**src/vt4_pkg.sv**
```systemverilog
// vt4_pkg: types, sizes and helper functions shared by the vertex transform pipeline
// no dependencies; every module of the block refers to it by scoped names
`timescale 1ns / 1ps

package vt4_pkg;

  localparam int CW        = 16;            // component width
  localparam int FB        = 12;            // fraction bits
  localparam int ROW_W     = 64;            // width of one matrix row register
  localparam int DIM       = 4;
  localparam int PROD_W    = 2 * CW;        // exact product width
  localparam int ACC_W     = 2 * CW + 3;    // four products plus rounding term
  localparam int CFG_IDX_W = 2;

  // configuration register indexes
  localparam logic [CFG_IDX_W-1:0] REG_ROW0 = 2'd0;
  localparam logic [CFG_IDX_W-1:0] REG_ROW1 = 2'd1;
  localparam logic [CFG_IDX_W-1:0] REG_ROW2 = 2'd2;
  localparam logic [CFG_IDX_W-1:0] REG_ROW3 = 2'd3;

  typedef logic signed [CW-1:0]  comp_t;
  typedef logic [ROW_W-1:0]      row_t;
  typedef row_t [DIM-1:0]        mat_t;

  typedef struct packed {
    comp_t in_x;
    comp_t in_y;
    comp_t in_z;
    comp_t in_w;
    logic  last_in;
  } vt4_in_t;

  typedef struct packed {
    comp_t out_x;
    comp_t out_y;
    comp_t out_z;
    comp_t out_w;
    logic  saturated;
    logic  last_out;
  } vt4_out_t;

  // stage 1 -> stage 2: all sixteen products, prod[row][col]
  typedef struct packed {
    logic [DIM-1:0][DIM-1:0][PROD_W-1:0] prod;
    logic                                last;
  } prod_stage_t;

  // stage 2 -> stage 3: one rounded-up sum per row, before the shift
  typedef struct packed {
    logic [DIM-1:0][ACC_W-1:0] acc;
    logic                      last;
  } sum_stage_t;

  // column j of a packed row; bits beyond the register read as zero
  function automatic comp_t col(input row_t row, input int j);
    logic [CW-1:0] c;
    int            idx;
    for (int b = 0; b < CW; b++) begin
      idx = CW * j + b;
      c[b] = (idx < ROW_W) ? row[idx % ROW_W] : 1'b0;
    end
    return comp_t'(c);
  endfunction

  // identity row i: 1.0 on the diagonal, clipped to the register
  function automatic row_t row_reset(input int i);
    logic [CW-1:0] one;
    row_t          r;
    int            idx;
    one = CW'(64'(1) << FB);
    r   = '0;
    for (int b = 0; b < CW; b++) begin
      idx = CW * i + b;
      if (idx < ROW_W) begin
        r[idx % ROW_W] = one[b];
      end
    end
    return r;
  endfunction

endpackage

```
**src/vt4_round_stage.sv**
```systemverilog
// vt4_round_stage: last pipeline stage, drops the fraction, clamps to component range, output register
// depends on vt4_pkg
`timescale 1ns / 1ps

module vt4_round_stage (
  input  logic                clk,
  input  logic                rst_n,
  input  logic                up_valid,
  input  vt4_pkg::sum_stage_t up_data,
  output logic                up_ready,
  output logic                dn_valid,
  output vt4_pkg::vt4_out_t   dn_data,
  input  logic                dn_ready
);

  localparam int SH_W = vt4_pkg::ACC_W - vt4_pkg::FB;

  logic              valid_r;
  vt4_pkg::vt4_out_t data_r;
  vt4_pkg::vt4_out_t data_nxt;
  vt4_pkg::comp_t [vt4_pkg::DIM-1:0] res;
  logic [vt4_pkg::DIM-1:0] clip;

  always_comb begin
    logic [SH_W-1:0] q;
    logic [SH_W-vt4_pkg::CW:0] top;
    for (int i = 0; i < vt4_pkg::DIM; i++) begin
      // floor shift of the biased sum gives round to nearest, ties up
      q   = up_data.acc[i][vt4_pkg::ACC_W-1:vt4_pkg::FB];
      top = q[SH_W-1:vt4_pkg::CW-1];
      clip[i] = !((&top) || !(|top));
      if (clip[i]) begin
        res[i] = q[SH_W-1] ? {1'b1, {(vt4_pkg::CW-1){1'b0}}}
                           : {1'b0, {(vt4_pkg::CW-1){1'b1}}};
      end else begin
        res[i] = q[vt4_pkg::CW-1:0];
      end
    end
    data_nxt.out_x     = res[0];
    data_nxt.out_y     = res[1];
    data_nxt.out_z     = res[2];
    data_nxt.out_w     = res[3];
    data_nxt.saturated = |clip;
    data_nxt.last_out  = up_data.last;
  end

  assign up_ready = !valid_r || dn_ready;

  always_ff @(posedge clk) begin
    if (!rst_n) begin
      valid_r <= 1'b0;
    end else if (up_ready) begin
      valid_r <= up_valid;
    end
  end

  always_ff @(posedge clk) begin
    if (up_ready) begin
      data_r <= data_nxt;
    end
  end

  assign dn_valid = valid_r;
  assign dn_data  = data_r;

endmodule

```
**config.mk**
```make
export PLATFORM = sky130hd
export DESIGN_NAME = vt4_round_stage
export DESIGN_NICKNAME = d
export VERILOG_FILES = /design/src/vt4_pkg.sv /design/src/vt4_round_stage.sv
export SDC_FILE = /design/constraint.sdc
export NUM_CORES = 1
export LEC_CHECK = 0
export BUFFER_PORTS_ARGS = -buffer_cell sky130_fd_sc_hd__buf_2
export CELL_PAD_IN_SITES_DETAIL_PLACEMENT = 0
export CELL_PAD_IN_SITES_GLOBAL_PLACEMENT = 1
export CORE_ASPECT_RATIO = 0.5
export CORE_UTILIZATION = 27
export CTS_CLUSTER_DIAMETER = 100
export DETAILED_ROUTE_END_ITERATION = 10
export PLACE_DENSITY_LB_ADDON = 0.1
export SYNTH_ARGS = -nofsm -noshare
export SYNTH_HDL_FRONTEND = slang
export SYNTH_SLANG_ARGS = --single-unit
```
**constraint.sdc**
```tcl
create_clock -name clk -period 2.2 [get_ports clk]
set_input_delay 0.22 -clock clk [delete_from_list [all_inputs] [get_ports clk]]
set_output_delay 0.22 -clock clk [all_outputs]
set_load 0.05 [all_outputs]
```
# After elaboration in Yosys (flattened, before gate mapping)
# Index checks and enable logic that the tools add are counted.
# word_totals
in_bits	145
ff_bits	67
rom_bits	0
ram_bits	0
elab_cells	38
latch_bits	0
memories	0
output_inout_bits	68
# classes
mul	0
n_bitwise	0
n_div	0
shift	0
n_eq_ne	0
addsub	0
n_mux	8
order_cmp	0
reduce_logical	23
# ops
operator	count
16-bit two-way mux	8
8-bit AND reduction	4
8-bit OR reduction	4
1-bit logical NOT	9
1-bit logical OR	5
4-bit OR reduction	1

# Logic depth before layout (Yosys ltp)
# Gate-level depths: netlist of the first run.
# depth
word_depth	5
depth_mapped	5

# Least setup slack after synthesis of the first run
# Ideal clock, no wire load.
# synth_path
path_kind	register to register
startpoint	register valid_r (netlist: dn_valid)
endpoint	register data_r, in the netlist dn_data[0] (enable)
path_slack_ps	-743
path_stages_with_launch	2
arrival_ps	2121
cell_sequence	dfxtp_1 nand2b_1
# synth_via
elab_chain_cells	2
# synth_lines
item	line	rtl
start: declaration	vt4_round_stage.sv:18	logic valid_r;
start signal: assignment	vt4_round_stage.sv:53	valid_r <= up_valid;
1-bit logical NOT	vt4_round_stage.sv:47	assign up_ready = !valid_r || dn_ready;
1-bit logical OR	vt4_round_stage.sv:47	
via up_ready	vt4_round_stage.sv:10	output logic up_ready,
end signal: assignment	vt4_round_stage.sv:59	data_r <= data_nxt;
end: declaration	vt4_round_stage.sv:19	vt4_pkg::vt4_out_t data_r;
# The timed path passes the listed nets, and every way through them passes these cells.
# A chain may end at the register's enable or synchronous reset.

# Worst setup path in the final report of the first run
# layout_path
startpoint	register valid_r (netlist: dn_valid)
endpoint	output port up_ready
# layout_via
elab_chain_cells	2
# layout_lines
item	line
1-bit logical NOT	vt4_round_stage.sv:47
1-bit logical OR	vt4_round_stage.sv:47
end: declaration	vt4_round_stage.sv:10
# Every way passes these cells.

==> results of run 1 <==
-- cell usage after synthesis --
cell type,instances,area share
a21boi_0,1,0.0027
a21o_1,60,0.16
buf_4,1,0.0027
buf_6,7,0.028
clkbuf_1,4,0.0054
dfxtp_1,1,0.0072
edfxtp_1,66,0.71
inv_1,1,0.0013
nand2_1,4,0.0054
nand2b_1,1,0.0022
nand4_1,9,0.020
nor2b_4,4,0.020
nor4_1,8,0.018
o21ai_2,4,0.013
-- metrics by stage --
step	util	hold slack [ns]	power (W)	instance area, µm²	cells
after floorplan	-	0.319	0.00197	2790	171
after CTS	0.406	0.0594	0.00340	3950	475
after global routing	0.406	0.0634	0.00348	3950	475
after global placement	0.380	0.398	0.00214	3700	459
final	0.406	0.0754	0.00334	3950	475
after detailed placement	0.380	0.401	0.00215	3700	459
-- worst register-to-register path: stages (launching register included) --
cell and delay (ns):
dfxtp_1 0.33, nand2b_4 0.42, buf_12 0.28
-- power groups by stage --
| stage | Sequential [W] | Clock [W] | Combinational, W |
|---|---|---|---|
| after floorplan | 0.00187 | 0 | 0.0000965 |
| after global placement | 0.00155 | 0 | 0.000597 |
| after detailed placement | 0.00155 | 0 | 0.000604 |
| after CTS | 0.00152 | 0.00127 | 0.000606 |
| after global routing | 0.00153 | 0.00132 | 0.000630 |
| final | 0.00152 | 0.00122 | 0.000598 |
-- layer usage --
metal  GRT usage  share of wire
met2       0.218           0.50
met3      0.0553          0.077
met5           0              0
met4      0.0526          0.011
met1       0.136           0.41
-- cell type report --
class	count	area, µm²	share of cell area
sequential	67	2000	0.507
timing repair buffer	165	841	0.213
multi-input combinational	91	683	0.173
clock buffer	11	233	0.0589
tap	135	169	0.0427
clock inverter	5	20.0	0.00507
inverter	1	3.75	0.000950
-- worst max-delay path by stage --
stage / endpoint / start / cells past startpoint / slack [ns]
2_1_floorplan: dn_data[0] / dn_valid / 1 / 0.11
3_3_place_gp: dn_data[1] / up_data[70] / 4 / 0.72
3_5_place_dp: dn_data[1] / up_data[35] / 5 / 0.65
4_1_cts: up_ready / dn_valid / 2 / 0.49
5_1_grt: up_ready / dn_valid / 2 / 0.46
6_report: up_ready / dn_valid / 2 / 0.54
-- logic make-up (layout without fill, tap and decap cells) --
group	count (synthesis)	count (layout)	synth area share
and+or+nand+nor	26	26	0.0656
AOI/OAI and AO/OA	65	65	0.177
DFF	67	67	0.719
buffers and inverters	13	182	0.0378
-- cells in the final DEF (no fill, tap or decap), types with 2 or more instances in the layout --
cell	instances
a21o_1	60
buf_2	164
clkbuf_1	2
clkbuf_16	9
clkinv_1	4
edfxtp_1	66
nand2_1	4
nand4_1	9
nor2b_4	4
nor4_1	8
o21ai_2	4
-- flip-flops by register name, summed over array words and instances (netlist names) --
name and count:
dn_data 66, dn_valid 1
==> results.sh, run 1 <==
export IMPL_place_congestion=0.749
export IMPL_syn_avg_cell_area_um2=16.3
export IMPL_hold_end="dn_data[0]"
export IMPL_status="completed"
export IMPL_p_int_w=0.00241
export IMPL_holdPathStages=1
export IMPL_reg2reg_to="dn_data[47]"
export IMPL_pwr_share_seq=0.455
export IMPL_yosysWarnings=0
export IMPL_cts_sinks=67
export IMPL_postCtsSetupBuffers=0
export IMPL_dr_pass1_iters=4
export IMPL_path_clk_slew_ns=0.05
export IMPL_vias=2059
export IMPL_ant_nets=0
export IMPL_n_antenna_cell=0
export IMPL_io_buffers=164
export IMPL_clk_root_buffer_cell="clkbuf_16"
export IMPL_die_area_um2=10700
export IMPL_grt_overflow=0
export IMPL_syn_num_nets=316
export IMPL_syn_inst=171
export IMPL_antenna_found_initial=0
export IMPL_grt_total_usage=0.125
export IMPL_hpwl_um=4800
export IMPL_worst_pin_slew_ns=0.695
export IMPL_switching_share=0.280
export IMPL_powerDensity_nw_per_um2=847
export IMPL_io_pins=213
export IMPL_htree_levels=3
export IMPL_routed_wl_um=6610
export IMPL_rsz0062_at_grt="false"
export IMPL_cp_buffers_inverters=1
export IMPL_ir_drop_mv=0.347
export IMPL_clk_latency_ns=0.32
export IMPL_syn_to_final_growth_pct=42.0
export IMPL_reg2reg_depth=2
export IMPL_criticalPathCategory="reg -> out"
export IMPL_cts_buffers=9
export IMPL_synth_seq_cells=67
export IMPL_postCtsHoldBufs=0
export IMPL_p_sw_w=0.000935
export IMPL_postCtsResizedCells=0
export IMPL_relSlewSlack=0.537
export IMPL_pre_cts_slack_ns=0.655
export IMPL_max_stage_delay_ns=0.42
export IMPL_grt_pass1_wl_um=10000
export IMPL_drv_slew=0
export IMPL_cp_max_fo=36
export IMPL_die_x_um=146
export IMPL_wl_per_cell_um=13.9
export IMPL_crit_path_cell_trace="nand2b_4, buf_2"
export IMPL_cellLeakagePower_nw=1.98
export IMPL_r2r_slack_ns=0.84
export IMPL_first_global_vias=2063
export IMPL_hold_violations=0
export IMPL_clkPwrFrac=0.366
export IMPL_start_util=0.286
export IMPL_hp_class="in -> reg"
export IMPL_setup_viol=0
export IMPL_max_clock_path_buffers=2
export IMPL_setup_slack_ns=0.545
export IMPL_cts_tree="done"
export IMPL_critPathLaunchType="register"
export IMPL_ys_seq_area_frac=0.719
export IMPL_ys_types=14
export IMPL_fmax_mhz=604
export IMPL_tns_ns=0
export IMPL_timing_rr_start="dn_valid"
export IMPL_via_per_inst=4.33
export IMPL_required_ns=1.98
export IMPL_fin_crit_sh=0.752
export IMPL_layout_drive_gt1_share=0.541
export IMPL_synth_area_um2=2780
export IMPL_crit_arrival_ns=1.44
export IMPL_crit_slowest_cell="nand2b_4"
export IMPL_die_y_um=73.8
export IMPL_first_iter_violations=47
export IMPL_grt_start_max_net_pins=37
export IMPL_cpLargestDelayFamily="simple AND/OR/NAND/NOR gates"
export IMPL_fill_cells=964
export IMPL_coreArea_um2=9730
export IMPL_critPathCaptureType="output pin"
export IMPL_clock_skew_ns=0.00213
export IMPL_worstHoldStart="up_data[0]"
export IMPL_cap_violations=0
export IMPL_finalCriticalPeriod_ns=1.66
export IMPL_pwr_share_comb=0.179
export IMPL_nets=480
export IMPL_drc=0
export IMPL_rows=25
Power figures use the tool's default switching activity.
==> run 2, diff against run 1 <==
==> constraint.sdc (replaced) <==
create_clock -name clk -period 1.5 [get_ports clk]
set_input_delay 0.15 -clock clk [delete_from_list [all_inputs] [get_ports clk]]
set_output_delay 0.15 -clock clk [all_outputs]
set_load 0.05 [all_outputs]
==> run 2 against run 1 <==
Critical path depth is the same; cell count grew 0.84%; clock power grew 83%; sequential power grew 47%; count of clock-buffer cells in the layout shrank 1; combinational power grew 48%; power grew 60%; core utilization grew 1.2 points; sequential cell count is the same; sequential share of layout area shrank 1.4 points; hold slack lost 0.016 ns; die area is the same.
==> results.sh, run 2 (same netlist as run 1, synthesis figures left out) <==
export IMPL_cp_max_fo=22
export IMPL_first_iter_violations=45
export IMPL_clock_skew_ns=0.00613
export IMPL_crit_arrival_ns=1.27
export IMPL_cts_sinks=67
export IMPL_path_clk_slew_ns=0.05
export IMPL_grt_pass1_wl_um=9970
export IMPL_dr_pass1_iters=4
export IMPL_tns_ns=0
export IMPL_setup_slack_ns=0.0816
export IMPL_die_y_um=73.8
export IMPL_fmax_mhz=705
export IMPL_mostFrequentLayoutCells="164 x buf_2, 66 x edfxtp_1, 60 x a21o_1"
export IMPL_cellLeakagePower_nw=2.04
export IMPL_max_clock_path_buffers=2
export IMPL_critPathCaptureType="output pin"
export IMPL_cts_tree="done"
export IMPL_n_antenna_cell=0
export IMPL_postCtsResizedCells=0
export IMPL_grt_start_max_net_pins=24
export IMPL_die_x_um=146
export IMPL_first_global_vias=2028
export IMPL_grt_total_usage=0.125
export IMPL_rsz0062_at_grt="false"
export IMPL_nets=484
export IMPL_total_power_w=0.00535
export IMPL_required_ns=1.35
export IMPL_setup_viol=0
export IMPL_relSlewSlack=0.539
export IMPL_routed_wl_um=6680
export IMPL_worst_pin_slew_ns=0.691
export IMPL_drc=0
export IMPL_hold_violations=0
export IMPL_htree_levels=3
export IMPL_largest_reg_flops=66
export IMPL_grt_overflow=0
export IMPL_rows=25
export IMPL_layout_drive_gt1_share=0.561
export IMPL_criticalPathCategory="reg -> out"
export IMPL_hpwl_um=4950
export IMPL_layout_commonest_cell="buf_2"
export IMPL_die_area_um2=10700
export IMPL_finalCriticalPeriod_ns=1.42
export IMPL_ir_drop_mv=0.503
export IMPL_critPathLaunchType="register"
export IMPL_vias=2095
export IMPL_fill_cells=945
export IMPL_io_pins=213
export IMPL_place_congestion=0.739
export IMPL_wl_per_cell_um=13.9
export IMPL_start_util=0.286
export IMPL_clk_latency_ns=0.33
export IMPL_fin_crit_sh=0.946
export IMPL_status="completed"
export IMPL_syn_to_final_growth_pct=46.0
export IMPL_cts_buffers=9
export IMPL_clk_root_buffer_cell="clkbuf_16"
export IMPL_via_per_inst=4.37
export IMPL_hp_class="in -> reg"
export IMPL_drv_slew=0
export IMPL_powerDensity_nw_per_um2=1320
export IMPL_io_buffers=164
export IMPL_pre_cts_slack_ns=0.0339
export IMPL_postCtsSetupBuffers=0
export IMPL_ant_nets=0
export IMPL_coreArea_um2=9730
export IMPL_cap_violations=0
export IMPL_antenna_found_initial=0
## run 2: timing repair
action | CTS | global route
endpoints found under the hold margin | 1 | 0
setup endpoints to repair | 0 | 0
hold buffers | 1 | 0
## run 2: per-stage QoR
stage	cells	area, µm²	utilization	hold WS, ns
floorplan	171	2790	-	0.249
global placement	462	3730	0.384	0.330
detailed placement	462	3730	0.384	0.329
CTS	479	4060	0.418	0.0503
global route	479	4060	0.418	0.0588
finish	479	4060	0.418	0.0599
## run 2: final cells by class
class | count | area [µm²] | share of cell area
Timing Repair Buffer | 169 | 886 | 0.218
Multi-Input combinational cell | 91 | 683 | 0.168
Clock buffer | 10 | 229 | 0.0563
Clock inverter | 6 | 90.1 | 0.0222
Inverter | 1 | 3.75 | 0.000924
Tap cell | 135 | 169 | 0.0416
Sequential cell | 67 | 2000 | 0.493
## run 2: critical path, stage by stage, from the launching register on
cell and delay (ns):
dfxtp_2 0.33, nand2b_4 0.28, buf_2 0.33
## run 2: path summary, 6_finish.rpt
| path | end | startpoint | slack, ns | cells past startpoint |
|---|---|---|---|---|
| worst min-delay path | dn_valid | up_valid | 0.06 | 3 |
| worst max-delay path | up_ready | dn_valid | 0.08 | 2 |
| worst min register to register | dn_data[9] | dn_valid | 0.79 | 1 |
| worst max register to register | dn_data[49] | dn_valid | 0.33 | 2 |
## run 2: routing by layer
| metal | track usage | share of wire | up-vias |
|---|---|---|---|
| met5 | 0 | 0 | - |
| met4 | 0.0526 | 0.014 | 0 |
| met3 | 0.0596 | 0.082 | 10 |
| met2 | 0.222 | 0.50 | 88 |
| met1 | 0.132 | 0.40 | 986 |
| li1 | - | - | 1011 |
## run 2: where the power goes
group	total [W]	switching, W	internal, W
Clock	0.00223	0.000769	0.00146
Combinational	0.000885	0.000640	0.000245
Sequential	0.00223	0.0000303	0.00220
Total	0.00535	0.00144	0.00391
