<file path="config.mk">
export PLATFORM = sky130hd
export DESIGN_NAME = vt4_sum_stage
export DESIGN_NICKNAME = d
export VERILOG_FILES = /design/src/vt4_pkg.sv /design/src/vt4_sum_stage.sv
export SDC_FILE = /design/constraint.sdc
export NUM_CORES = 1
export LEC_CHECK = 0
export BUFFER_PORTS_ARGS = -buffer_cell sky130_fd_sc_hd__buf_2
export CAP_MARGIN = 15
export CORE_AREA = 2 2 256 258
export CTS_CLUSTER_DIAMETER = 50
export DETAILED_ROUTE_END_ITERATION = 10
export DIE_AREA = 0 0 258 260
export PLACE_DENSITY = 0.63
export REMOVE_ABC_BUFFERS = 1
export SLEW_MARGIN = 20
export SYNTH_ARGS = -nofsm -noshare
export SYNTH_HDL_FRONTEND = slang
export SYNTH_SLANG_ARGS = --single-unit
export TNS_END_PERCENT = 20
</file>
<file path="constraint.sdc">
create_clock -name clk -period 6.2 [get_ports clk]
set_clock_uncertainty 0.15 [all_clocks]
set_input_delay 0.31 -clock clk [delete_from_list [all_inputs] [get_ports clk]]
set_output_delay 0.31 -clock clk [all_outputs]
set_load 0.05 [all_outputs]
</file>
<file path="src/vt4_pkg.sv">
// vt4_pkg: types, sizes and helper functions shared by the vertex transform pipeline
// no dependencies; every module of the block refers to it by scoped names
`timescale 1ns / 1ps

package vt4_pkg;

  localparam int CW        = 16;            // component width
  localparam int FB        = 12;            // fraction bits
  localparam int ROW_W     = 64;            // width of one matrix row register
  localparam int DIM       = 4;
  localparam int PROD_W    = 2 * CW;        // exact product width
  localparam int ACC_W     = 2 * CW + 3;    // four products plus rounding term
  localparam int CFG_IDX_W = 2;

  // configuration register indexes
  localparam logic [CFG_IDX_W-1:0] REG_ROW0 = 2'd0;
  localparam logic [CFG_IDX_W-1:0] REG_ROW1 = 2'd1;
  localparam logic [CFG_IDX_W-1:0] REG_ROW2 = 2'd2;
  localparam logic [CFG_IDX_W-1:0] REG_ROW3 = 2'd3;

  typedef logic signed [CW-1:0]  comp_t;
  typedef logic [ROW_W-1:0]      row_t;
  typedef row_t [DIM-1:0]        mat_t;

  typedef struct packed {
    comp_t in_x;
    comp_t in_y;
    comp_t in_z;
    comp_t in_w;
    logic  last_in;
  } vt4_in_t;

  typedef struct packed {
    comp_t out_x;
    comp_t out_y;
    comp_t out_z;
    comp_t out_w;
    logic  saturated;
    logic  last_out;
  } vt4_out_t;

  // stage 1 -> stage 2: all sixteen products, prod[row][col]
  typedef struct packed {
    logic [DIM-1:0][DIM-1:0][PROD_W-1:0] prod;
    logic                                last;
  } prod_stage_t;

  // stage 2 -> stage 3: one rounded-up sum per row, before the shift
  typedef struct packed {
    logic [DIM-1:0][ACC_W-1:0] acc;
    logic                      last;
  } sum_stage_t;

  // column j of a packed row; bits beyond the register read as zero
  function automatic comp_t col(input row_t row, input int j);
    logic [CW-1:0] c;
    int            idx;
    for (int b = 0; b < CW; b++) begin
      idx = CW * j + b;
      c[b] = (idx < ROW_W) ? row[idx % ROW_W] : 1'b0;
    end
    return comp_t'(c);
  endfunction

  // identity row i: 1.0 on the diagonal, clipped to the register
  function automatic row_t row_reset(input int i);
    logic [CW-1:0] one;
    row_t          r;
    int            idx;
    one = CW'(64'(1) << FB);
    r   = '0;
    for (int b = 0; b < CW; b++) begin
      idx = CW * i + b;
      if (idx < ROW_W) begin
        r[idx % ROW_W] = one[b];
      end
    end
    return r;
  endfunction

endpackage

</file>
<file path="src/vt4_sum_stage.sv">
// vt4_sum_stage: second pipeline stage, adds the four products of each row and the rounding term
// depends on vt4_pkg
`timescale 1ns / 1ps

module vt4_sum_stage (
  input  logic                 clk,
  input  logic                 rst_n,
  input  logic                 up_valid,
  input  vt4_pkg::prod_stage_t up_data,
  output logic                 up_ready,
  output logic                 dn_valid,
  output vt4_pkg::sum_stage_t  dn_data,
  input  logic                 dn_ready
);

  localparam logic [vt4_pkg::ACC_W-1:0] HALF_LSB =
    vt4_pkg::ACC_W'(1) << (vt4_pkg::FB - 1);

  logic                valid_r;
  vt4_pkg::sum_stage_t data_r;
  vt4_pkg::sum_stage_t data_nxt;

  always_comb begin
    logic signed [vt4_pkg::ACC_W-1:0] s;
    data_nxt.last = up_data.last;
    data_nxt.acc  = '0;
    for (int i = 0; i < vt4_pkg::DIM; i++) begin
      s = $signed(HALF_LSB);
      for (int j = 0; j < vt4_pkg::DIM; j++) begin
        s = s + vt4_pkg::ACC_W'($signed(up_data.prod[i][j]));
      end
      data_nxt.acc[i] = s;
    end
  end

  assign up_ready = !valid_r || dn_ready;

  always_ff @(posedge clk) begin
    if (!rst_n) begin
      valid_r <= 1'b0;
    end else if (up_ready) begin
      valid_r <= up_valid;
    end
  end

  always_ff @(posedge clk) begin
    if (up_ready) begin
      data_r <= data_nxt;
    end
  end

  assign dn_valid = valid_r;
  assign dn_data  = data_r;

endmodule

</file>
=== Word level (Yosys, flattened, before mapping) ===
Index checks and enable logic that the tools add are counted.

* Word-level logic and storage cells: 24
* Output and inout port bits: 143
* Register bits: 142

* Reduce and logical (&&, ||, !) cells: 2
* Add/subtract/negate cells: 16

{| class="wikitable"
|+ Operators with widths
! operator !! number
|-
| $add 34x32->35 || 4
|-
| $add 35x32->35 || 4
|-
| $add 33x32->34 || 4
|-
| $add 13x32->33 const A || 4
|-
| $logic_not 1->1 || 1
|-
| $logic_or 1x1->1 || 1
|}

=== Depth between registers and ports, before layout ===
Gate-level depths: netlist of run 1.

* Depth after elaboration: 4
* Gate-level depth with buffers: 16
* Depth with buffers taken out: 16

=== Least setup slack after synthesis of run 1 ===
OpenSTA, ideal clock, no wires.

* Path type: reg2reg
* From: register valid_r, in the netlist dn_valid
* To: register valid_r, in the netlist dn_valid
* Library setup time: 0.333 ns
* Arrival time: 4.496 ns
* Stages on the path, launching flop included: 3
* Buffers on the path: 0
* Clock period less this slack: 4.980 ns
* Slack: 1.220 ns
* Path through: dfxtp_1 -> nand2b_1 -> a21boi_0

* Word-level cells in the longest chain between the ends: 2

{| class="wikitable"
|+ RTL lines
! item !! line !! source
|-
| from (decl) || vt4_sum_stage.sv:19 || <nowiki>logic valid_r;</nowiki>
|-
| from (signal assigned) || vt4_sum_stage.sv:42 || <nowiki>valid_r <= up_valid;</nowiki>
|-
| $logic_not 1->1 || vt4_sum_stage.sv:36 || <nowiki>assign up_ready = !valid_r || dn_ready;</nowiki>
|-
| $logic_or 1x1->1 || vt4_sum_stage.sv:36 ||
|-
| net up_ready || vt4_sum_stage.sv:10 || <nowiki>output logic up_ready,</nowiki>
|}

The timed path passes the listed nets, and every way through them passes these cells.
A chain may end at the register's enable or synchronous reset.

==> impl_metrics.tcl, run 1 <==
set metrics [dict create \
    first_iter_violations 699 \
    cts_tree "yes" \
    drive_above_1_share 0.264 \
    synthTopCellsByArea "fa_1 26%, edfxtp_1 21%, ha_1 17%" \
    synth_top_area_frac 0.261 \
    timing.max_cap.violations 0 \
    num_rows 93 \
    p_leak_nw 13.4 \
    clk_pin_slew_worst_paths_ns 0.06 \
    die_w_um 258 \
    pre_cts_ws_ns 1.36 \
    yosysUniqueCellTypes 71 \
    grt_max_degree 63 \
    area_growth_pct 25.1 \
    dp_hpwl_um 48100 \
    cts-hold-fix-buffers 7 \
    period_needed_ns 4.29 \
    most-common-layout-cells "659 x buf_2, 573 x inv_1, 264 x ha_1" \
    rsz0062_at_grt "false" \
    min_period_over_period 0.692 \
    clock-sinks 142 \
    final_common_cell "buf_2" \
    cts_setup_buffers 0 \
    total_power_w 0.0107 \
    firstDrtPassIters 6 \
    clockRootBuffer "clkbuf_16" \
    initial_core_util 0.311 \
    ant_nets 0 \
    finalMaxSlewViolations 0 \
    nets 3738 \
    ys_async_sr_fraction 0 \
    viasPerCell 4.54 \
    grt_pass1_vias 16700 \
    cp.arrival_ns 4.36 \
    vias 16200 \
    antenna_found_initial 5 \
    post_cts_resized 0 \
    grt_pass1_wl_um 85400 \
    final.setup.tns_ns 0 \
    synth.ff_latch_count 142 \
    coreArea_mm2 0.0641 \
    fin_ws_ns 1.91 \
    synth_seq_area_share 0.214 \
    path_max_fanout 6 \
    rr_worst_depth 2 \
    io_buffers 659 \
    crit_required_ns 6.28 \
    clk_latency_ns 0.47 \
    synth_edf_count 141 \
    io_pins 660 \
    gr-total-overflow 0 \
    peakVddDrop_uv 207 \
    place_inst 3526 \
    grt_use_met1 0.198 \
    hold_viol 0 \
    p_per_area_mw_per_mm2 428 \
    top_usage_layer "met2" \
    drc 0 \
    utilization 0.389 \
    syn_inst 2033 \
    syn_area_mm2 0.0199 \
    yosysTopAreaCell "fa_1" \
    finalSetupViolCount 0 \
    hp-class "in -> reg" \
    ys_warn_count 0 \
    grt.total_usage 0.163 \
    end_kind "flip-flop" \
    cts_made_buffers 17 \
    cts_max_level 4 \
    worstSetupPathType "in -> reg" \
    status "finished clean" \
    min-delay-start "up_data[193]" \
    max_slew.worst_pin.slew_ns 0.927 \
    synth_ff_type "edfxtp_1" \
    dieArea_mm2 0.0671 \
    wl_per_cell_um 15.3 \
    hold_path_depth 3 \
    slew_headroom 0.382 \
    instances_no_fill 3568 \
    routabilityCongestion 0.896 \
    crit_path_start_kind "input pin" \
    grtUsageMet3 0.0325 \
    clockBufferDepth 2 \
    wl_um 54700 \
    r2r_start "dn_valid$_SDFFE_PN0P_" \
    use_met2 0.285 \
    fmax_mhz 233 \
    startpoint "up_data[131]" \
    postSynthAreaPerCell_um2 9.80 \
    die_h_um 260 \
]
worst max-delay path, stage by stage:
cell and delay (ns):
buf_2 0.11, fa_1 0.63, inv_1 0.08, fa_1 0.48, inv_1 0.04, ha_1 0.27
ha_1 0.26, fa_1 0.47, a21oi_1 0.21, o21ai_1 0.10, a221o_1 0.36, a21oi_2 0.31
o21ai_1 0.18, a211oi_2 0.29, o21ai_1 0.11, xnor2_1 0.13
worst paths after layout:
path / endpoint / slack (ns)
hold reg to reg: dn_data[48]$_DFFE_PP_ / 0.67
setup reg to reg: dn_data[74]$_DFFE_PP_ / 4.20
hold / removal: dn_data[36]$_DFFE_PP_ / 0.15
setup / recovery: dn_data[70]$_DFFE_PP_ / 1.91
state kept, by name (all words and copies together) (netlist names):
| signal | count |
|---|---|
| dn_data | 141 |
| dn_valid | 1 |
routing by layer:
metal,part of all wire,up-vias
met5,0,-
met2,0.51,468
li1,-,7952
met4,0.029,0
met3,0.054,64
met1,0.41,7715
synth_stat cells, drive strengths merged (15+ instances only):
cell and instances:
clkbuf 21, o21ai 66, xnor2 75, nand2b 15
xor2 34, inv 573, o211ai 15, a211oi 17
nand4 21, nand2 68, o21bai 24, nor2 61
fa 260, o21a 17, nand3 36, nor3 21
a21o 60, edfxtp 141, ha 264, a21oi 125
kinds of logic (layout without fill, tap and decap cells):
kind of cell    count (synthesis)  in the layout  synth area share
simple gates                  275            275            0.0695
fa+ha+maj                     524            524             0.427
flops                         142            142             0.214
compound gates                385            385             0.129
buf+inv                       596           1273             0.112
xor+xnor                      109            109            0.0479
mux                             2              2           0.00100
other cells                     0              3                 0
per-stage QoR:
stage          area (µm²)  hold slack [ns]
6_report            24900            0.152
2_1_floorplan       19800            0.259
3_3_place_gp        24200            0.349
5_1_grt             24900            0.131
4_1_cts             24900           0.0998
3_5_place_dp        24200            0.345
final cells by class:
cell class | instances | area, µm²
fillers | 6489 | 39200
multi-input cells | 1295 | 13400
flip-flops and latches | 142 | 4250
repair buffers | 668 | 3380
inverters | 573 | 2150
well taps | 855 | 1070
clock buffers | 19 | 433
clock inverters | 13 | 191
diodes | 3 | 7.51
power breakdown:
group,internal (W),switching (W)
sequential,0.00185,0.000141
clock,0.000674,0.000473
combinational,0.00257,0.00497
Note: power is estimated with default switching activity, not from simulation.
==> run 2, diff against run 1 <==
clock period = 4.05 ns   (was 6.2 ns; I/O delays follow)
==> impl_metrics.tcl, run 2 (same netlist as run 1, synthesis figures left out) <==
set metrics [dict create \
    status "finished clean" \
    dieArea_mm2 0.0671 \
    fmax_mhz 255 \
    crit_required_ns 4.12 \
    die_w_um 258 \
    reg2reg_to "dn_valid$_SDFFE_PN0P_" \
    timing.max_cap.violations 0 \
    end_kind "flip-flop" \
    first_iter_violations 700 \
    r2r_setup_slack_ns 2.10 \
    path_buf_inv 5 \
    crit_family "adder cells" \
    vias 16600 \
    final_common_cell "buf_2" \
    gr-total-overflow 0 \
    hp-class "in -> reg" \
    finalSetupViolCount 0 \
    slew_headroom 0.493 \
    min_period_over_period 0.969 \
    period_needed_ns 3.93 \
    place_inst 3661 \
    initial_core_util 0.311 \
    worstPathCellList "buf_2 -> fa_1 -> inv_1 -> fa_1 -> inv_1 -> ha_1 -> ha_1 -> fa_1 -> a21o_1 -> a211oi_2 -> o21bai_1 -> buf_4 -> o311ai_1 -> buf_4 -> a2111o_1 -> nand3_1 -> a21oi_1 -> xnor2_1" \
    crit_slowest_cell "fa_1" \
    clk_latency_ns 0.47 \
    grt_max_degree 48 \
    dp_hpwl_um 49900 \
    grt_pass1_wl_um 87500 \
    path_common_cell "fa_1" \
    startpoint "up_data[3]" \
    coreArea_mm2 0.0641 \
    die_h_um 260 \
    antenna_found_initial 9 \
    critPathCapture "dn_data[29]$_DFFE_PP_" \
    cpPeakStageDelay_ns 0.53 \
    cts_made_buffers 17 \
    viasPerCell 4.49 \
    rsz0062_at_grt "true" \
    crit_path_start_kind "input pin" \
    clockRootBuffer "clkbuf_16" \
    most-common-layout-cells "659 x buf_2, 573 x inv_1, 263 x ha_1" \
    wl_um 56200 \
    drc 0 \
    hold_viol 0 \
    drive_above_1_share 0.304 \
    grt.total_usage 0.167 \
    num_rows 93 \
    largest_register_ffs 141 \
    grt_pass1_vias 17200 \
    cts_max_level 4 \
    path_max_fanout 2 \
    cts_tree "yes" \
    routabilityCongestion 0.881 \
    firstDrtPassIters 5 \
    nets 3877 \
    rr_worst_depth 3 \
    wl_per_cell_um 15.1 \
    finalMaxSlewViolations 0 \
    clock-sinks 142 \
    peakVddDrop_uv 351 \
    final.setup.tns_ns 0 \
    clk_pin_slew_worst_paths_ns 0.07 \
    max_slew.worst_pin.slew_ns 0.760 \
    clockBufferDepth 2 \
    worstSetupPathType "in -> reg" \
    area_growth_pct 30.8 \
    cp.arrival_ns 4.00 \
    hold_path_depth 3 \
    io_pins 660 \
    nFillCells 6387 \
    worst-path-stages 18 \
    p_per_area_mw_per_mm2 666 \
    r2r_start "dn_valid$_SDFFE_PN0P_" \
    io_buffers 659 \
    p_leak_nw 14.1 \
    instances_no_fill 3711 \
    ant_nets 0 \
]
run 2: cell types whose count changed in the layout (fill, tap and decap cells not counted), moves of 3 or more:
cell	delta
buf_4	+135
diode_2	+4
a211oi_1	-3
a211oi_2	+3
inv_6	+3
o21ai_1	-3
o21ai_2	+3
run 2: final cells by class:
class	count	area, µm²	area share
antenna	7	17.5	0.000672
clock buffer	17	425	0.0163
clock inverter	15	186	0.00715
inverter	573	2150	0.0825
multi-input combinational	1295	13500	0.518
sequential	142	4250	0.163
tap	855	1070	0.0411
timing repair buffer	807	4460	0.171
run 2: metal layers:
layer  up-vias  track usage  routed length (µm)
met4         2       0.0694                1790
met2       482        0.296               28400
li1       8222            -                   -
met5         -            0                  13
met3        87       0.0371                3220
met1      7853        0.195               22800
run 2: how the worst min path moves through the flow:
stage / endpoint / slack (ns) / from
after floorplan: dn_data[0]$_DFFE_PP_ / 0.15 / up_data[0]
final: dn_data[106]$_DFFE_PP_ / 0.06 / up_data[449]
after CTS: dn_data[71]$_DFFE_PP_ / 0.0002 / up_data[289]
after global placement: dn_data[0]$_DFFE_PP_ / 0.23 / up_data[0]
after detailed placement: dn_data[0]$_DFFE_PP_ / 0.23 / up_data[0]
after global routing: dn_data[71]$_DFFE_PP_ / 0.02 / up_data[289]
run 2: report_power, final:
group / internal [W] / switching [W] / leakage (nW) / total (W)
combinational: 0.00474 / 0.00786 / 12.3 / 0.0126
sequential: 0.00283 / 0.000229 / 1.46 / 0.00306
clock: 0.000974 / 0.000740 / 0.287 / 0.00171
run 2: timing repair:
action	CTS	global route
cloned	0	0
resized for setup	2	11
endpoints found under the hold margin	8	0
setup buffers	0	2
pin swaps	0	7
setup endpoints to repair	3	24
hold buffers	9	0
run 2: tightest hold or removal path, stage by stage:
cell,delay [ns]
buf_2,0.09
fa_1,0.15
ha_1,0.14
run 2: per-stage QoR:
step	utilization	hold slack (ns)	power [W]	setup WS (ns)	cell area (µm²)
final	0.406	0.0560	0.0174	0.124	26100
after CTS	0.405	0.000249	0.0175	0.0667	26000
after global placement	0.394	0.231	0.0155	-0.533	25300
after floorplan	-	0.151	0.0117	-0.930	19800
after detailed placement	0.394	0.232	0.0156	-0.600	25300
after global routing	0.406	0.0246	0.0188	-0.00869	26100
==> run 3, diff against run 2 <==
ABC_AREA = 1   (was unset)
CORE_AREA = 2 2 254 256   (was 2 2 256 258)
DIE_AREA = 0 0 256 258   (was 0 0 258 260)
PLACE_DENSITY = 0.69   (was 0.63)
==> impl_metrics.tcl, run 3 <==
set metrics [dict create \
    status "finished clean" \
    ys_async_sr_fraction 0 \
    rsz0062_at_grt "false" \
    drive_above_1_share 0.187 \
    final_common_cell "inv_1" \
    die_h_um 258 \
    instances_no_fill 4732 \
    cts_tree "yes" \
    cts_max_level 4 \
    place_inst 4688 \
    path_max_fanout 3 \
    clockRootBuffer "clkbuf_16" \
    coreArea_mm2 0.0636 \
    first_iter_violations 836 \
    most-common-layout-cells "1034 x inv_1, 996 x nand2_1, 659 x buf_2" \
    initial_core_util 0.359 \
    grt_pass1_wl_um 101000 \
    num_rows 93 \
    timing.max_cap.violations 0 \
    synth_top_area_frac 0.228 \
    yosysTopAreaCell "fa_1" \
    hold-worst-slack_ns 0.0530 \
    io_pins 660 \
    clock-sinks 142 \
    ys_warn_count 0 \
    synth_commonest_cells "1034 x inv_1, 997 x nand2_1, 264 x ha_1" \
    syn_inst 3171 \
    nets 4902 \
    vias 20600 \
    crit_path_start_kind "input pin" \
    cts_setup_buffers 0 \
    viasPerCell 4.36 \
    p_per_area_mw_per_mm2 628 \
    min_period_over_period 0.788 \
    antenna_found_initial 4 \
    ant_nets 0 \
    hp-class "in -> reg" \
    largest_register_ffs 141 \
    die_w_um 256 \
    top_layer_used "met5" \
    total_power_w 0.0176 \
    dp_hpwl_um 56500 \
    syn_area_mm2 0.0229 \
    synth.ff_latch_count 142 \
    routed-wl-met2_um 32000 \
    firstDrtPassIters 5 \
    fin_ws_ns 0.858 \
    end_kind "flip-flop" \
    postSynthAreaPerCell_um2 7.21 \
    multi_input_area_mm2 0.0147 \
    io_buffers 659 \
    worstSetupPathType "in -> reg" \
    crit_required_ns 4.13 \
    clockBufferDepth 2 \
    clk_pin_slew_worst_paths_ns 0.07 \
    synth_ff_type "edfxtp_1" \
    cts_made_buffers 17 \
    met3_wirelength_um 3420 \
    p_leak_nw 17.5 \
    yosysUniqueCellTypes 23 \
    slew_headroom 0.330 \
    hold_viol 0 \
    synth_edf_count 141 \
    clk_latency_ns 0.48 \
    grt_pass1_vias 20400 \
    nFillCells 6482 \
    drc 0 \
    dieArea_mm2 0.0660 \
    synth_most_common_cell "inv_1" \
    pre_cts_ws_ns 0.361 \
    cp.arrival_ns 3.28 \
    grt.total_usage 0.194 \
    finalMaxSlewViolations 0 \
    gr-total-overflow 0 \
    period_needed_ns 3.19 \
    ff_latch_area_mm2 0.00425 \
    wl_per_cell_um 13.4 \
    routabilityCongestion 0.921 \
    grt_max_degree 62 \
    wl_um 63500 \
    area_growth_pct 22.3 \
    fmax_mhz 313 \
    finalSetupViolCount 0 \
    synthTopCellsByArea "fa_1 23%, edfxtp_1 19%, inv_1 17%" \
    peakVddDrop_uv 303 \
    wl_met1_um 26300 \
    synth_seq_area_share 0.186 \
    max_slew.worst_pin.slew_ns 0.996 \
]
run 3: power breakdown:
group          internal [W]  switching, W  total [W]
combinational       0.00386       0.00898     0.0128
sequential          0.00279      0.000230    0.00302
clock              0.000962      0.000740    0.00170
run 3: per-stage QoR:
stage / utilization / instance area, µm² / setup TNS, ns
CTS: 0.439 / 28000 / 0
global route: 0.440 / 28000 / 0
global placement: 0.429 / 27300 / 0
finish: 0.440 / 28000 / 0
floorplan: - / 22900 / -100.16
detailed placement: 0.429 / 27300 / 0
run 3: critical path, cell delays in order:
cell and delay (ns):
buf_2 0.11, fa_1 0.59, inv_1 0.10, fa_1 0.48
inv_1 0.04, ha_1 0.26, ha_1 0.23, fa_1 0.48
nand2_1 0.08, nand2_1 0.08, nand3_1 0.09, nand2_1 0.11
nand2_1 0.10, nand2_2 0.08, nand2_1 0.09, nand2_1 0.05
nand2_1 0.05, nand2_1 0.05
run 3: metal layers:
layer  GRT usage  vias to the layer above
met5           0                        -
li1            -                    10600
met1       0.232                     9324
met2       0.350                      618
met3      0.0335                       91
met4      0.0681                        2
run 3: cells by family (layout without fill, tap and decap cells):
kind of cell | after synthesis | after routing | synth area share
AOI/OAI and AO/OA | 89 | 89 | 0.0205
xor gates and xnor gates | 60 | 60 | 0.0230
adders and majority gates | 524 | 524 | 0.372
buffers and inverters | 1035 | 1738 | 0.170
DFF | 142 | 142 | 0.186
other | 0 | 3 | 0
and+or+nand+nor | 1321 | 1321 | 0.229
run 3: final timing paths:
kind | slack [ns] | cells after the start | start | endpoint
max | 0.86 | 18 | up_data[259] | dn_data[105]$_DFFE_PP_
min | 0.05 | 3 | up_data[289] | dn_data[71]$_DFFE_PP_
max reg2reg | 1.99 | 2 | dn_valid$_SDFFE_PN0P_ | dn_valid$_SDFFE_PN0P_
min reg2reg | 0.93 | 1 | dn_valid$_SDFFE_PN0P_ | dn_data[30]$_DFFE_PP_
run 3: repair_timing:
action,CTS,global route
endpoints found under the hold margin,9,0
hold buffers,9,0
resized for setup,0,0
run 3: area by class of cell:
| type | count | share of cell area |
|---|---|---|
| antenna | 3 | 0.000268 |
| clock buffer | 17 | 0.0152 |
| clock inverter | 15 | 0.00604 |
| inverter | 1035 | 0.139 |
| multi-input combinational | 1994 | 0.527 |
| sequential | 142 | 0.152 |
| tap | 855 | 0.0382 |
| timing repair buffer | 671 | 0.122 |
